[src/hdl/gwm_pkg.sv]
// Shared types, constants and helpers for the glob wildcard matcher.
// No dependencies; imported by every module of the block.
`default_nettype none

package gwm_pkg;

    localparam int MAX_PAT_BYTES_DEF = 16;   // default pattern capacity
    localparam int PAT_BYTES         = 16;   // bytes held by the two pattern registers
    localparam int LEN_W             = 5;
    localparam int CFG_DATA_W        = 64;
    localparam int CFG_IDX_W         = 2;

    localparam logic [7:0] CHAR_ANY_RUN = 8'h2A;   // '*'
    localparam logic [7:0] CHAR_ANY_ONE = 8'h3F;   // '?'
    localparam logic [7:0] UPPER_A      = 8'h41;
    localparam logic [7:0] UPPER_Z      = 8'h5A;
    localparam logic [7:0] CASE_OFFSET  = 8'h20;

    typedef enum logic [CFG_IDX_W-1:0] {
        REG_PAT_LOW  = 2'd0,
        REG_PAT_HIGH = 2'd1,
        REG_PAT_LEN  = 2'd2,
        REG_CASE     = 2'd3
    } t_cfg_idx;

    // settings seen by the matching logic
    typedef struct packed {
        logic [PAT_BYTES-1:0][7:0] pat;      // raw pattern bytes, byte 0 at index 0
        logic [LEN_W-1:0]          len;      // clamped length
        logic                      case_sens;
        logic                      restart;  // one-cycle pulse after any register write
    } t_pat_cfg;

    function automatic logic [7:0] f_fold(input logic [7:0] c, input logic case_sens);
        logic [7:0] r;
        r = c;
        if (!case_sens && c >= UPPER_A && c <= UPPER_Z) begin
            r = c + CASE_OFFSET;
        end
        return r;
    endfunction

endpackage

`default_nettype wire

[src/hdl/glob_wildcard_matcher_core.sv]
// Top level of the glob wildcard matcher: input stage, result register,
// configuration port. Depends on gwm_pkg, gwm_cfg and gwm_nfa.
//
//  channel  direction  handshake                 payload
//  in       to block   i_in_valid / o_in_stall   i_name_byte, i_byte_valid, i_last_byte
//  out      from block o_out_valid / i_out_stall o_matched
//  cfg      to block   i_cfg_valid / o_cfg_ready i_cfg_index, i_cfg_data
//
// One item per cycle while a stalled result does not hold a last item: an item
// sits in the input register, where the position vector is advanced, and the
// verdict of a last item lands in the result register at the edge that retires it.
// The combinational position update (compare, shift, star ripple) sets the rate.
// Reset restores the register defaults (empty pattern, case sensitive).
// A stalled result holds the input stage only when that stage holds a last item.
`default_nettype none

module glob_wildcard_matcher_core #(
    parameter int MAX_PATTERN_BYTES = gwm_pkg::MAX_PAT_BYTES_DEF
) (
    input  wire logic                           i_clk,
    input  wire logic                           i_rst_n,
    input  wire logic                           i_in_valid,
    output logic                                o_in_stall,
    input  wire logic [7:0]                     i_name_byte,
    input  wire logic                           i_byte_valid,
    input  wire logic                           i_last_byte,
    output logic                                o_out_valid,
    input  wire logic                           i_out_stall,
    output logic                                o_matched,
    input  wire logic                           i_cfg_valid,
    output logic                                o_cfg_ready,
    input  wire logic [gwm_pkg::CFG_IDX_W-1:0]  i_cfg_index,
    input  wire logic [gwm_pkg::CFG_DATA_W-1:0] i_cfg_data
);
    import gwm_pkg::*;

    t_pat_cfg   w_cfg;
    logic       w_accept;
    logic       w_adv;
    logic       w_out_free;
    logic       w_verdict;

    logic       r_in_vld;
    logic [7:0] r_byte;
    logic       r_bvld;
    logic       r_last;
    logic       r_out_vld;
    logic       r_matched;

    assign o_cfg_ready = 1'b1;

    gwm_cfg #(
        .MAX_PATTERN_BYTES(MAX_PATTERN_BYTES)
    ) u_cfg (
        .i_clk   (i_clk),
        .i_rst_n (i_rst_n),
        .i_wr    (i_cfg_valid & o_cfg_ready),
        .i_idx   (i_cfg_index),
        .i_data  (i_cfg_data),
        .o_cfg   (w_cfg)
    );

    gwm_nfa #(
        .MAX_PATTERN_BYTES(MAX_PATTERN_BYTES)
    ) u_nfa (
        .i_clk      (i_clk),
        .i_rst_n    (i_rst_n),
        .i_cfg      (w_cfg),
        .i_advance  (w_adv),
        .i_byte     (r_byte),
        .i_byte_vld (r_bvld),
        .i_last     (r_last),
        .o_matched  (w_verdict)
    );

    // only a last item needs room in the result register
    assign w_out_free = !r_out_vld || !i_out_stall;
    assign w_adv      = r_in_vld && (!r_last || w_out_free);
    assign o_in_stall = r_in_vld && !w_adv;
    assign w_accept   = i_in_valid && !o_in_stall;

    always_ff @(posedge i_clk) begin
        if (!i_rst_n) begin
            r_in_vld  <= 1'b0;
            r_out_vld <= 1'b0;
        end else begin
            if (w_accept) begin
                r_in_vld <= 1'b1;
            end else if (w_adv) begin
                r_in_vld <= 1'b0;
            end
            if (w_adv && r_last) begin
                r_out_vld <= 1'b1;
            end else if (!i_out_stall) begin
                r_out_vld <= 1'b0;
            end
        end
    end

    always_ff @(posedge i_clk) begin
        if (w_accept) begin
            r_byte <= i_name_byte;
            r_bvld <= i_byte_valid;
            r_last <= i_last_byte;
        end
        if (w_adv && r_last) begin
            r_matched <= w_verdict;
        end
    end

    assign o_out_valid = r_out_vld;
    assign o_matched   = r_matched;

    // a result appears only from a last item leaving the input stage
    a_out_source: assert property (@(posedge i_clk) disable iff (!i_rst_n)
        $rose(r_out_vld) |-> $past(w_adv && r_last))
        else $error("result without a last item");

    // an empty pattern matches every name
    a_empty_pat: assert property (@(posedge i_clk) disable iff (!i_rst_n)
        (w_adv && r_last && w_cfg.len == '0) |=> o_matched)
        else $error("empty pattern gave no match");

    // a held item in the input stage keeps its byte
    a_in_hold: assert property (@(posedge i_clk) disable iff (!i_rst_n)
        (r_in_vld && !w_adv) |=> (r_in_vld && $stable(r_byte) && $stable(r_last)))
        else $error("held item changed");

endmodule

`default_nettype wire

[src/hdl/gwm_cfg.sv]
// Configuration register file of the glob wildcard matcher.
// Depends on gwm_pkg; feeds the t_pat_cfg struct to the position tracker.
`default_nettype none

module gwm_cfg #(
    parameter int MAX_PATTERN_BYTES = gwm_pkg::MAX_PAT_BYTES_DEF
) (
    input  wire logic                          i_clk,
    input  wire logic                          i_rst_n,
    input  wire logic                          i_wr,
    input  wire logic [gwm_pkg::CFG_IDX_W-1:0] i_idx,
    input  wire logic [gwm_pkg::CFG_DATA_W-1:0] i_data,
    output gwm_pkg::t_pat_cfg                  o_cfg
);
    import gwm_pkg::*;

    logic [CFG_DATA_W-1:0] r_pat_lo;
    logic [CFG_DATA_W-1:0] r_pat_hi;
    logic [LEN_W-1:0]      r_len;
    logic                  r_case;
    logic                  r_wr;

    always_ff @(posedge i_clk) begin
        if (!i_rst_n) begin
            r_pat_lo <= '0;
            r_pat_hi <= '0;
            r_len    <= '0;
            r_case   <= 1'b1;
            r_wr     <= 1'b0;
        end else begin
            r_wr <= i_wr;
            if (i_wr) begin
                case (t_cfg_idx'(i_idx))
                    REG_PAT_LOW:  r_pat_lo <= i_data;
                    REG_PAT_HIGH: r_pat_hi <= i_data;
                    REG_PAT_LEN:  r_len    <= i_data[LEN_W-1:0];
                    REG_CASE:     r_case   <= i_data[0];
                    default:      r_case   <= r_case;
                endcase
            end
        end
    end

    always_comb begin
        o_cfg.pat       = {r_pat_hi, r_pat_lo};
        o_cfg.len       = (r_len > LEN_W'(MAX_PATTERN_BYTES)) ? LEN_W'(MAX_PATTERN_BYTES) : r_len;
        o_cfg.case_sens = r_case;
        o_cfg.restart   = r_wr;
    end

endmodule

`default_nettype wire

[src/hdl/gwm_nfa.sv]
// Active-position tracker: holds the star-closed position vector and advances
// it by one name byte per item. Depends on gwm_pkg.
`default_nettype none

module gwm_nfa #(
    parameter int MAX_PATTERN_BYTES = gwm_pkg::MAX_PAT_BYTES_DEF
) (
    input  wire logic              i_clk,
    input  wire logic              i_rst_n,
    input  wire gwm_pkg::t_pat_cfg i_cfg,
    input  wire logic              i_advance,
    input  wire logic [7:0]        i_byte,
    input  wire logic              i_byte_vld,
    input  wire logic              i_last,
    output logic                   o_matched
);
    import gwm_pkg::*;

    localparam int VW = MAX_PATTERN_BYTES + 1;

    logic [VW-1:0]                r_active;
    logic [VW-1:0]                n_active;
    logic [VW-1:0]                w_keep;
    logic [VW-1:0]                w_end;
    logic [VW-1:0]                w_step;
    logic [VW-1:0]                w_after;
    logic [VW-1:0]                w_restart;
    logic [MAX_PATTERN_BYTES-1:0] w_star;
    logic [MAX_PATTERN_BYTES-1:0] w_hit;
    logic [7:0]                   w_c;
    logic [7:0]                   w_p;

    // a set position followed by '*' also sets the next one; ripples through star runs
    function automatic logic [VW-1:0] f_closure(input logic [VW-1:0] v,
                                                input logic [MAX_PATTERN_BYTES-1:0] s);
        logic [VW-1:0] x;
        x = v;
        for (int i = 0; i < MAX_PATTERN_BYTES; i++) begin
            x[i+1] = x[i+1] | (x[i] & s[i]);
        end
        return x;
    endfunction

    always_comb begin
        w_c = f_fold(i_byte, i_cfg.case_sens);
        w_p = '0;
        for (int i = 0; i < MAX_PATTERN_BYTES; i++) begin
            w_p       = f_fold(i_cfg.pat[i], i_cfg.case_sens);
            w_star[i] = (LEN_W'(i) < i_cfg.len) && (w_p == CHAR_ANY_RUN);
            w_hit[i]  = (LEN_W'(i) < i_cfg.len) && (w_p != CHAR_ANY_RUN)
                        && (w_p == CHAR_ANY_ONE || w_p == w_c);
        end
        for (int j = 0; j < VW; j++) begin
            w_keep[j] = (LEN_W'(j) <= i_cfg.len);
            w_end[j]  = (LEN_W'(j) == i_cfg.len);
        end

        // '*' stays put, a matching byte moves one position on
        w_step = '0;
        for (int i = 0; i < MAX_PATTERN_BYTES; i++) begin
            w_step[i]   = w_step[i]   | (r_active[i] & w_star[i]);
            w_step[i+1] = w_step[i+1] | (r_active[i] & w_hit[i]);
        end

        w_restart = f_closure(VW'(1), w_star) & w_keep;
        w_after   = i_byte_vld ? (f_closure(w_step, w_star) & w_keep) : r_active;
        o_matched = (i_cfg.len == '0) ? 1'b1 : |(w_after & w_end);

        n_active = r_active;
        if (i_cfg.restart) begin
            n_active = w_restart;
        end else if (i_advance) begin
            n_active = i_last ? w_restart : w_after;
        end
    end

    always_ff @(posedge i_clk) begin
        if (!i_rst_n) begin
            r_active <= VW'(1);
        end else begin
            r_active <= n_active;
        end
    end

endmodule

`default_nettype wire
[config.mk]
export PLATFORM = sky130hd
export DESIGN_NAME = glob_wildcard_matcher_core
export DESIGN_NICKNAME = d
export VERILOG_FILES = /design/src/hdl/gwm_pkg.sv /design/src/hdl/glob_wildcard_matcher_core.sv /design/src/hdl/gwm_cfg.sv /design/src/hdl/gwm_nfa.sv
export SDC_FILE = /design/constraint.sdc
export NUM_CORES = 1
export LEC_CHECK = 0
export BUFFER_PORTS_ARGS = -buffer_cell sky130_fd_sc_hd__buf_2
export CORE_MARGIN = 3
export CORE_UTILIZATION = 45
export DETAILED_ROUTE_END_ITERATION = 16
export SETUP_SLACK_MARGIN = 0.02
export SLEW_MARGIN = 40
export SYNTH_ARGS = -nofsm -noshare
export SYNTH_HDL_FRONTEND = slang
export SYNTH_SLANG_ARGS = --single-unit
[constraint.sdc]
create_clock -name i_clk -period 5.33 [get_ports i_clk]
set_clock_uncertainty 0.2 [all_clocks]
set_input_delay 1.066 -clock i_clk [delete_from_list [all_inputs] [get_ports i_clk]]
set_output_delay 1.066 -clock i_clk [all_outputs]
set_load 0.01 [all_outputs]
==> reports/metrics.yaml, run 1 <==
status: "completed"
place_hpwl_um: 25750
wl_per_cell_um: 18.70
synth_compound_area_frac: 0.2571
finalSetupViolCount: 0
synth_cells: 1489
cp-start-kind: "flip-flop"
syn_avg_cell_area_um2: 7.595
p_switching_uw: 873.5
die_area_um2: 27070
clockBufferDepth: 2
fmax_mhz: 219.8
setup_ws_ns: 0.7803
yosysSeqAreaShare: 0.3018
internal_power_uw: 2185
r2r_start: "r_byte[2]$_DFFE_PP_"
grt_max_degree: 108
postCtsHoldBufs: 0
power_leakage_uw: 0.004462
synth_top_family_by_area: "simple AND/OR/NAND/NOR gates"
syn-num-nets: 1587
dp_slack_ns: 0.8517
critPathLaunch: "r_byte[2]$_DFFE_PP_"
critPathCapture: "o_matched$_SDFFCE_PP1P_"
synthFlopType: "dfxtp_1"
initial_utilization: 0.4609
maxSlewViolCount: 0
cts_tree: "done"
async_flop_share: 0
max_cap_viol_count: 0
holdWs_ns: 0.2892
final_core_util: 0.5139
detail-route-antenna-nets: 0
peakVddDrop_mv: 0.1739
grt_pass1_wl_um: 55590
track_usage: 0.2569
grt.met3_usage: 0.04740
power_frac_comb: 0.133
timing.rr.end: "o_matched$_SDFFCE_PP1P_"
io_pins: 85
dr_total_vias: 10990
reg2reg_depth: 15
drt_pass1_iterations: 5
synth-xor-area-share: 0.09526
tightest_slew_ns: 0.7554
n_antenna_cell: 0
die_h_um: 164.5
yosysWarnings: 0
cp_data_required_time_ns: 5.31
r2r_slack_ns: 0.78
synth_edf_count: 11
std_cell_rows: 57
use_met2: 0.4102
relSlewSlack: 0.4834
grt_use_met1: 0.3561
synth_top_area_frac: 0.2726
syn2layout_area_growth_pct: 11.50
syn_area_um2: 11310
final_cell_area_um2: 12610
hold_violations: 0
cts_root_buffer: "clkbuf_16"
tns_ns: 0
clk_pin_slew_ns: 0.08
critical_path_class: "flip-flop to flip-flop"
wirelength_um: 34930
min_period_ns: 4.550
coreArea_um2: 24530
place_area_um2: 11990
powerDensity_nw_per_um2: 242.6
dieWidth_um: 164.5
layout.nets: 1630
critPathMaxFanout: 11
drcViolationCount: 0
p_clk_frac: 0.420
grt_overflow_total: 0
grt.busiest_layer: "met2"
rsz0062_at_grt: "no"
gp_congestion: 0.9890
period_share: 0.8536
synth.area.top_cells: "dfxtp_1 (27%), nand2_1 (11%), a21boi_0 (8.9%), xnor2_1 (6.1%), xor2_1 (3.4%)"
crit_path_end_kind: "flip-flop"
hp-class: "flip-flop to flip-flop"
seq_power_share: 0.446
htree_levels: 4
port_buffers: 83
antenna_found_initial: 1
cts_buffers: 17
synthSimpleGateAreaFrac: 0.2709
critical_path_arrival_ns: 4.53
synth.ff_latch_count: 165
cts.sinks: 165
grt_pass1_vias: 10380
synth_mux_area_frac: 0.01073
vias_per_cell: 5.884
ys_types: 91
synth_top_area_cell: "dfxtp_1"
p_sw_frac: 0.2856
post_route_cells_drive_above_1_share: 0.1205
post_cts_buffers: 0
synth_fa_ha_area_frac: 0.01881
cts.repair.resized: 0
clock_latency_ns: 0.44
drtIter0Drc: 826
## layer usage
metal | wire length [µm] | vias to the layer above
met5 | 0 | -
met4 | 665 | 0
met3 | 2089 | 41
met2 | 15780 | 325
met1 | 16390 | 5219
li1 | - | 5407
## flip-flops by register name, indices dropped and copies added (netlist names), 5 cells and up
signal and count:
u_nfa.r_active 17, r_byte 8, u_cfg.r_pat_hi 64, u_cfg.r_len 5
u_cfg.r_pat_lo 64
## layout by cell type (no fill, tap or decap), types with 27 or more instances in the layout
cell	instances
xor2_1	44
a21boi_0	134
nand2_1	325
nand3_1	58
dfxtp_1	154
buf_4	27
xnor2_1	79
inv_1	33
o21ai_0	41
a21oi_1	51
nor3_1	51
nor2_1	69
buf_2	82
## cell type report
type,count,area (µm²)
sequential,165,3413
tap,324,405.4
fill,2468,11930
clock buffer,19,452.9
clock inverter,12,140.1
inverter,33,123.9
multi-input combinational,1203,7403
timing repair buffer,112,669.4
## stage by stage
stage,power [µW],std cells
2_1_floorplan,1651,1489
3_3_place_gp,1788,1835
3_5_place_dp,1795,1836
4_1_cts,3075,1867
5_1_grt,3175,1868
6_report,3058,1868
## power groups by stage
stage                     Combinational (µW)  Clock (µW)  Sequential, µW
final                                    408        1290            1370
after global routing                     452        1350            1370
after CTS                                405        1310            1360
after detailed placement                 404           0            1390
after global placement                   398           0            1390
after floorplan                          290           0            1360
## cell usage after synthesis, drive strengths merged, types with 11 or more instances
cell and n:
nand2 325, a21o 16, or3 23, nor3 54
nor4 15, clkbuf 61, a31oi 28, xnor2 79
xor2 44, o21ai 47, a21boi 135, nor2b 15
nand3 58, nor2 70, ha 17, buf 27
nand4 18, nand2b 12, inv 33, and2 11
mux2i 11, a21oi 52, o31ai 14, dfxtp 154
edfxtp 11
## how the worst min path moves through the flow
stage / start / end / slack, ns / cells after the start
after floorplan: u_cfg.r_pat_hi[63]$_SDFFE_PN0P_ / u_cfg.r_pat_hi[63]$_SDFFE_PN0P_ / 0.25 / 2
after CTS: u_cfg.r_pat_lo[55]$_SDFFE_PN0P_ / u_cfg.r_pat_lo[55]$_SDFFE_PN0P_ / 0.29 / 2
final: u_cfg.r_pat_lo[55]$_SDFFE_PN0P_ / u_cfg.r_pat_lo[55]$_SDFFE_PN0P_ / 0.29 / 2
after detailed placement: u_cfg.r_pat_lo[55]$_SDFFE_PN0P_ / u_cfg.r_pat_lo[55]$_SDFFE_PN0P_ / 0.28 / 2
after global routing: u_cfg.r_pat_lo[55]$_SDFFE_PN0P_ / u_cfg.r_pat_lo[55]$_SDFFE_PN0P_ / 0.32 / 2
after global placement: u_cfg.r_pat_hi[63]$_SDFFE_PN0P_ / u_cfg.r_pat_hi[63]$_SDFFE_PN0P_ / 0.28 / 2
## critical path: stages, from the launching register on
cell      delay [ns]
edfxtp_1        0.43
buf_4           0.23
a21o_1          0.16
nand3_1         0.15
a31o_2          0.48
buf_4           0.27
xor2_1          0.08
nand4_1         0.12
nor2_1          0.08
o311ai_1        0.46
o211ai_1        0.29
o31ai_2         0.55
nor3_1          0.14
a311o_1         0.28
a211oi_1        0.26
nand4_1         0.11
## cells by family after synthesis
group | count (synthesis)
xor gates and xnor gates | 123
AOI/OAI and AO/OA | 397
DFF | 165
muxes | 12
adders and majority gates | 17
and+or+nand+nor | 653
other | 1
buffers and inverters | 121
Note: power is estimated with default switching activity, not from simulation.
==> run 2, diff against run 1 <==
CTS_BUF_LIST = sky130_fd_sc_hd__clkbuf_16   (was not set)
==> run 2 against run 1 <==
Against the previous run: via count is 0.21% lower; cell count stayed put; clock-buffer cell count is 2 lower; worst hold slack better by 0.0026 ns; combinational power hardly changed; sequential power hardly changed; register-to-register slack hardly changed; die area stayed put; setup slack better by 0.0033 ns; cell area is 0.16% lower; wire length is 0.11% lower; critical path type unchanged; critical endpoint unchanged.
==> reports/metrics.yaml, run 2 (synthesis results as in run 1) <==
status: "completed"
vias_per_cell: 5.872
multi_input_area_um2: 7403
tns_ns: 0
whs_path_depth: 2
hold_violations: 0
finalSetupViolCount: 0
port_buffers: 83
track_usage: 0.2570
clock_latency_ns: 0.44
period_share: 0.8530
final_common_cell: "nand2_1"
layout.nets: 1630
fmax_mhz: 220.0
grt_overflow_total: 0
cp_data_required_time_ns: 5.31
tightest_slew_ns: 0.8199
crit_slowest_cell: "o31ai_2"
top_regs: "u_cfg.r_pat_hi x64, u_cfg.r_pat_lo x64, u_nfa.r_active x17"
htree_levels: 4
cts.sinks: 165
std_cell_rows: 57
min_period_ns: 4.546
powerDensity_nw_per_um2: 240.6
initial_utilization: 0.4609
crit_path_end_kind: "flip-flop"
dieWidth_um: 164.5
n_antenna_cell: 0
dp_slack_ns: 0.8517
io_pins: 85
critical_path_arrival_ns: 4.53
ff_latch_area_um2: 3413
post_cts_buffers: 0
syn2layout_area_growth_pct: 11.32
cts.repair.resized: 0
power_leakage_uw: 0.004453
cts_root_buffer: "clkbuf_16"
place_hpwl_um: 25750
dr_total_vias: 10970
maxSlewViolCount: 0
critical_path_class: "flip-flop to flip-flop"
drtIter0Drc: 845
crit_path_cell_trace: "buf_4 > a21o_1 > nand3_1 > a31o_2 > buf_4 > xor2_1 > nand4_1 > nor2_1 > o311ai_1 > o211ai_1 > o31ai_2 > nor3_1 > a311o_1 > a211oi_1 > nand4_1"
relSlewSlack: 0.4534
reg2reg_depth: 15
clockBufferDepth: 2
detail-route-antenna-nets: 0
grt_max_degree: 108
die_h_um: 164.5
cts_tree: "done"
n_fill_cell: 2478
antenna_found_initial: 1
rsz0062_at_grt: "no"
cp-start-kind: "flip-flop"
die_area_um2: 27070
critPathMaxFanout: 11
clk_pin_slew_ns: 0.08
grt_pass1_wl_um: 55600
wirelength_um: 34890
cts_buffers: 17
postCtsHoldBufs: 0
drt_pass1_iterations: 7
grt_pass1_vias: 10380
setup_ws_ns: 0.7836
post_route_cells_drive_above_1_share: 0.1198
max_cap_viol_count: 0
max_stage_delay_ns: 0.55
layout_common_cells: "nand2_1 (325), dfxtp_1 (154), a21boi_0 (134), buf_2 (82), xnor2_1 (79)"
wl_per_cell_um: 18.68
gp_congestion: 0.9890
peakVddDrop_mv: 0.1736
drcViolationCount: 0
coreArea_um2: 24530
hp-class: "flip-flop to flip-flop"
-- run 2: layout make-up --
class                           count  area share
Multi-Input combinational cell   1203      0.5881
Timing Repair Buffer              112     0.05318
Sequential cell                   165      0.2711
Inverter                           33    0.009840
Tap cell                          324     0.03220
Clock inverter                     14     0.01173
Clock buffer                       17     0.03379
-- run 2: metrics by stage --
| stage | utilization | cell area, µm² | power (µW) | hold WS, ns | instances |
|---|---|---|---|---|---|
| after floorplan | - | 11310 | 1651 | 0.2517 | 1489 |
| after global placement | 0.4877 | 11960 | 1788 | 0.2763 | 1835 |
| after detailed placement | 0.4886 | 11990 | 1795 | 0.2815 | 1836 |
| after CTS | 0.5120 | 12560 | 3046 | 0.2901 | 1867 |
| after global routing | 0.5131 | 12590 | 3147 | 0.3196 | 1868 |
| final | 0.5131 | 12590 | 3029 | 0.2918 | 1868 |
-- run 2: metal layers --
layer	GRT usage	wire (µm)	vias up
li1	-	-	5394
met5	0	0	-
met3	0.04740	1958	49
met4	0.07053	705	0
met2	0.4107	15710	309
met1	0.3560	16520	5217
-- run 2: worst paths after layout --
path,from,end,slack [ns]
min,u_cfg.r_pat_lo[55]$_SDFFE_PN0P_,u_cfg.r_pat_lo[55]$_SDFFE_PN0P_,0.29
min reg2reg,u_cfg.r_pat_lo[55]$_SDFFE_PN0P_,u_cfg.r_pat_lo[55]$_SDFFE_PN0P_,0.29
max reg2reg,r_byte[2]$_DFFE_PP_,o_matched$_SDFFCE_PP1P_,0.78
max,r_byte[2]$_DFFE_PP_,o_matched$_SDFFCE_PP1P_,0.78
-- run 2: critical path, delay by kind of cell, from the launching register on --
| family | cells | cell delay [ns] |
|---|---|---|
| AO/OA/AOI/OAI | 7 | 2.48 |
| AND/OR/NAND/NOR | 5 | 0.61 |
| buffers and inverters | 2 | 0.50 |
| XOR/XNOR | 1 | 0.08 |
| flip-flops | 1 | 0.43 |
-- run 2: report_power, final --
part	internal, µW	switching, µW	leakage [µW]	total [µW]
Sequential	1290	72.8	0.00136	1370
Clock	693	562	0.000283	1260
Combinational	170	238	0.00281	408
Total	2160	873	0.00445	3030
